## src/sv/mssc_regfile.sv

```systemverilog
`timescale 1ns / 1ps
module mssc_regfile (
  input  logic clk,
  input  logic rst,
  input  logic [4:0] ra,
  input  logic [4:0] rb,
  output logic [31:0] da,
  output logic [31:0] db,
  input  logic we,
  input  logic [4:0] wa,
  input  logic [31:0] wd
);
  // flip-flop file, valid bits give zero after reset
  logic [31:0] rf [32];
  logic [31:0] vld;

  always_ff @(posedge clk) begin
    if (rst) begin
      vld <= '0;
    end else if (we) begin
      vld[wa] <= 1'b1;
    end
  end
  always_ff @(posedge clk) begin
    if (we) rf[wa] <= wd;
  end
  assign da = vld[ra] ? rf[ra] : '0;
  assign db = vld[rb] ? rf[rb] : '0;
endmodule

```

## config.mk

```make
export PLATFORM = sky130hd
export DESIGN_NAME = mssc_regfile
export DESIGN_NICKNAME = d
export VERILOG_FILES = /design/src/sv/mssc_regfile.sv
export SDC_FILE = /design/constraint.sdc
export NUM_CORES = 1
export LEC_CHECK = 0
export BUFFER_PORTS_ARGS = -buffer_cell sky130_fd_sc_hd__buf_2
export CAP_MARGIN = 30
export CORE_ASPECT_RATIO = 1.25
export CORE_MARGIN = 4
export CORE_UTILIZATION = 25
export DETAILED_ROUTE_END_ITERATION = 10
export GPL_TIMING_DRIVEN = 0
export PLACE_DENSITY = 0.47
export SLEW_MARGIN = 20
export SYNTH_ARGS = -nofsm -noshare
export SYNTH_HDL_FRONTEND = slang
export SYNTH_SLANG_ARGS = --single-unit
```

## constraint.sdc

```tcl
create_clock -name clk -period 3 [get_ports clk]
set_input_delay 0.3 -clock clk [delete_from_list [all_inputs] [get_ports clk]]
set_output_delay 0.3 -clock clk [all_outputs]
set_load 0.01 [all_outputs]
```

* Word-level counts from Yosys, hierarchy flattened
Memory sizes are Yosys's and may differ from the RTL's.
Index checks and enable logic that the tools add are counted.
** Storage, ports and cells
- Register bits after elaboration :: 32
- RAM bits :: 1024
- Output and inout port bits :: 64
- Word-level logic and storage cells :: 18
- Memories :: 1
** Cells by class
- $lt $le $gt $ge :: 4
- Mux-type cells :: 10
- Bitwise gates (word level) :: 1
- Reduce and logical (&&, ||, !) cells :: 1
** Memory list
- rf :: depth 32, width 32, rd ports 2, clocked after Yosys merged registers in 0, write ports 1, line 14 : logic [31:0] rf [32];
** Operators by type and width (number)
- $mux 32 :: 2
- $or 32x32->32 :: 1
- $lt 5x6->1 const B :: 3
- $bmux 1 s5 :: 2
- $demux 1 s5 :: 1
- $ge 5x1->1 const B :: 1
- $mux 1 :: 5
- $logic_and 1x1->1 :: 1

* Logic depth before layout (Yosys ltp)
- Depth after elaboration :: 5
- Depth in mapped cells :: 9
- Gate-level depth less buffers :: 5

* Worst setup path after synthesis
OpenSTA, ideal clock, no wires.
- Path kind :: input to register
- Start :: input wa[0]
- End :: memory rf[12][0] (enable)
- Data arrival time :: 2343 ps
- Required time :: 2577 ps
- Slack :: 234 ps
- Stages :: 3
- Buffers on the path :: 1
- Path through :: or3b_2 clkbuf_1 nor2_1
** RTL lines
- start: declaration :: line 10 : input logic [4:0] wa,
- end: declaration :: line 14
No word-level cell before the write port.

* Final worst setup path
- Start :: input rb[2]
- End :: output db[16]
** On the way
- Word-level cells in the longest chain between the ends :: 3
- Elaborated cells between the ends (all ways) :: 4
** RTL lines
- start: declaration :: line 6 : input logic [4:0] rb,
- $bmux 1 s5 :: line 28 : assign db = vld[rb] ? rf[rb] : '0;
- $mux 1 (not written as such) :: line 28
- $mux 32 * :: line 28
- end: declaration :: line 8 : output logic [31:0] db,
Every way passes the cells marked *; elsewhere a longest branch is shown, timed or not. The select of a mux whose other input is x is not followed.

==> summary by stage <==
STA
The final setup skew is 0 ns. The number of slew-limit violations in the final report is 0. For this run, the top clock speed supported by timing is ~320 MHz. The total count of hold-check failures in the final report is 0. The total of endpoints with negative setup slack in the final report is 60. The post-route worst setup slack is -0.143 ns. The routed design could run at a clock period as short as 3.14 ns.

Dividing the final minimum period by the clock period gives 105%. The max-slew headroom at the worst pin is about 34%. The transition time at the pin with the least slew margin is 0.990 ns.

Setup repair after global routing could not meet its margin everywhere.

Worst setup path
The critical path starts at rb[2]. The worst register-to-register path has a depth of 2. The end of the worst register-to-register path is vld[29]. The required time at the worst-slack endpoint is around 2.7 ns. The capture point of the worst path is db[16]. The arrival time reported for the critical path endpoint is ~2.8 ns. The worst setup path is captured at a primary output.

The worst-case register-to-register setup slack is ~2.4 ns. Along the worst path, the maximum fanout reaches 10. The startpoint identified for the worst register-to-register timing path is vld[29]. The critical path class is input port to primary output.

The type of element launching the critical path is an input port.

Floorplanning
Row generation in the floorplan step produced 182 rows. The I/O pin count is 114. The region available for standard cell placement spans approximately 0.20 sq mm. The initial core utilization is about a quarter. The die extent in x is 407 um. The floorplan step set the die height to roughly 500 um. The die covers slightly above 0.2 sq mm.

CTS
In this run, CTS created clock tree buffers numbering roughly 120. In this run the clock root is driven by a clkbuf_16. TritonCTS built the clock tree. The count of H-tree levels built during CTS is 3.

The clock input transition at the sequential cells of the worst setup and hold paths is 0.06 ns. The latest clock arrival within the worst-skew pair is approximately 0.74 ns. The sink count of the clock tree is 1056. The clock passes through at most 3 buffers.

Detailed routing
The post-detailed-route DRC marker count is 0. The total detailed-routing wirelength is ~190 mm. The number of DRC markers in iteration 0 is between 3000 and 4000.

The remaining antenna violation count after routing is 0. Dividing the detail-routed wire length by the instance count gives 32.4 um. The via density per instance is ~5.4. Across all layers, the routed design uses around 32000 vias. The number of detailed-routing iterations run before antenna repair is 5.

Logic synthesis
The number of distinct library cell variants in the gate-level netlist after synthesis is 35. The net count of the mapped netlist is roughly 3100. In the synthesized netlist the dominant register cell turns out to be edfxtp_1. Yosys printed 0 warnings. The sequential cell area fraction in the yosys report is between 60% and 70%.

After synthesis, the share of flip-flops with an asynchronous set or reset is 0%. The largest total area in the synthesized netlist belongs to edfxtp_1. The combined area of all synthesized cells is around 0.050 sq mm. A synthesized cell averages roughly 17 sq um. After synthesis the netlist holds a flip-flop and latch count of 1056. After synthesis, the cell types taking the most area are edfxtp_1 (62%), mux4_2 (12%), mux2i_1 (10%). The top cell type by area accounts for around 60% of the synthesized area. The synthesized design contains between 1000 and 1500 enable-type register cells. The cell count after synthesis came out at 3011.

Pwr
For this design the static power due to leakage is around 20 nW. Across the VDD grid, the largest voltage drop is roughly 480 uV. Dividing total power by cell area gives a power density of ~570 mW/mm^2. The overall power is approximately 34 mW.

Status
The run finished, with violations left. The final reports fail on negative setup slack.

Global routing
The sum of overflow across all layers after global routing is 0. Entering global routing, the biggest net connects 33 pins. Global routing used between 10% and 20% of the available tracks across all layers. The global-route wire length before repair is 264 mm. The via count of the first global-routing pass was ~33000. The number of antenna violations at the first check in global routing is 9.

Cells and area
The fraction of layout cells with a size suffix above 1 is 29.5%. Relative to the synthesized area, the layout overhead comes to 21.5%. Measured on the finished design, the core utilization comes to between 30 and 40%. The number of filler instances in the final layout is roughly 19000.

The post-layout net count is about 3400.

Worst hold path
The startpoint of the worst hold path is wd[30]. The worst min-delay path class is input port to flop.

Job
Max-cap violations in this run came to 0.

Placed design
After legalization and detailed placement, the total HPWL measured between 100 and 150 mm. Before CTS, the worst setup slack after placement is -0.657 ns. The placer congestion estimate is slightly below 0.9.

The count of buffers added on input and output ports is about 110.
==> critical path: stages <==
cell,delay [ns]
buf_2,0.30
nor2b_1,0.17
buf_2,0.24
buf_4,0.28
clkbuf_4,0.31
a221oi_1,0.14
a22oi_1,0.24
nand3_1,0.33
and3_4,0.36
buf_6,0.13
==> worst min-delay path by stage <==
| stage | to | slack [ns] | cells past startpoint |
|---|---|---|---|
| floorplan | vld[25] | 0.37 | 1 |
| global placement | vld[6] | 0.46 | 2 |
| detailed placement | vld[31] | 0.48 | 2 |
| CTS | rf[19][30] | 0.02 | 1 |
| global route | rf[19][30] | 0.07 | 1 |
| finish | rf[8][30] | 0.08 | 1 |
==> stage by stage <==
step / instances / hold WS, ns / setup TNS (ns) / area [sq um]
5_1_grt: 5988 / 0.0704 / -6.59 / 60400
4_1_cts: 5985 / 0.0195 / -3.50 / 60200
3_5_place_dp: 5764 / 0.481 / -27.32 / 55300
3_3_place_gp: 5694 / 0.464 / -2062.10 / 53500
2_1_floorplan: 3011 / 0.372 / 0 / 49800
6_report: 5994 / 0.0773 / -4.30 / 60500
==> per-layer routing <==
| metal | GRT usage [%] | part of all wire, % | vias up |
|---|---|---|---|
| met5 | 0 | 0.014 | - |
| met4 | 7.77 | 4.6 | 4 |
| met3 | 4.20 | 8.5 | 359 |
| met2 | 29.4 | 46 | 1571 |
| met1 | 23.9 | 40 | 17274 |
| li1 | - | - | 13281 |
==> power breakdown <==
part	switching [mW]	total (mW)	leakage, nW	internal (mW)
sequential	0.0719	16.4	9.49	16.4
combinational	2.36	3.64	8.87	1.28
clock	6.07	14.2	1.81	8.11
total	8.50	34.3	20.2	25.7
==> synth_stat cells (6+ instances only) <==
cell type	n
buf_2	74
o21ai_1	20
nand3_1	70
clkbuf_2	6
edfxtp_1	1024
buf_6	39
mux4_2	268
o21ai_0	108
nor2_1	165
buf_1	10
a22oi_1	64
nor3_1	64
mux2i_1	520
a221oi_1	256
buf_4	23
a21oi_1	64
nand3b_1	7
clkbuf_1	95
and3_1	64
dfxtp_1	32
==> kinds of logic (layout without fill, tap and decap cells) <==
logic type	Yosys count	in the layout	share of synthesized area, %
flops	1056	1056	63.1
mux	792	792	22.7
compound gates	520	520	7.53
simple gates	387	387	3.72
buf+inv	256	655	3.00
other cells	0	8	0
==> cells in the final DEF (no fill, tap or decap), types with 7 or more instances in the layout <==
master	count
edfxtp_1	1024
o21ai_1	20
nor2_1	133
mux2i_1	520
buf_12	38
buf_4	52
nor2_4	32
a22oi_1	64
buf_16	23
a221oi_2	35
a221oi_1	221
a21oi_2	18
clkbuf_16	121
o21ai_0	108
clkbuf_2	60
clkinv_2	22
nor3_1	64
dfxtp_1	27
diode_2	8
mux4_2	268
clkbuf_1	55
and3_4	64
bufinv_16	10
nand3_1	64
clkbuf_4	12
buf_8	15
nand3b_1	7
buf_6	109
clkinv_1	19
buf_2	93
a21oi_1	46
==> timing repair <==
action / CTS / global route
endpoints found under the setup margin: 64 / 64
endpoints found under the hold margin: 2 / 0
gates cloned: 5 / 1
buffers inserted: 6 / 0
hold buffers: 1 / 0
resized for setup: 304 / 75
pin swaps: 4 / 1
==> flip-flops by register name, summed over array words and instances, names as in the netlist <==
| name | flops |
|---|---|
| rf | 1024 |
| vld | 32 |
==> layout make-up <==
type	instances	area, sq um	share of cell area (%)
inverter	4	15.0	0.0248
multi-input combinational	1699	17800	29.4
tap	2576	3220	5.33
sequential	1056	31400	51.9
clock inverter	61	594	0.983
timing repair buffer	190	2600	4.29
buffer	251	1740	2.88
clock buffer	149	3100	5.12
antenna	8	20.0	0.0331
No activity file was read; power rests on OpenSTA's default activity.
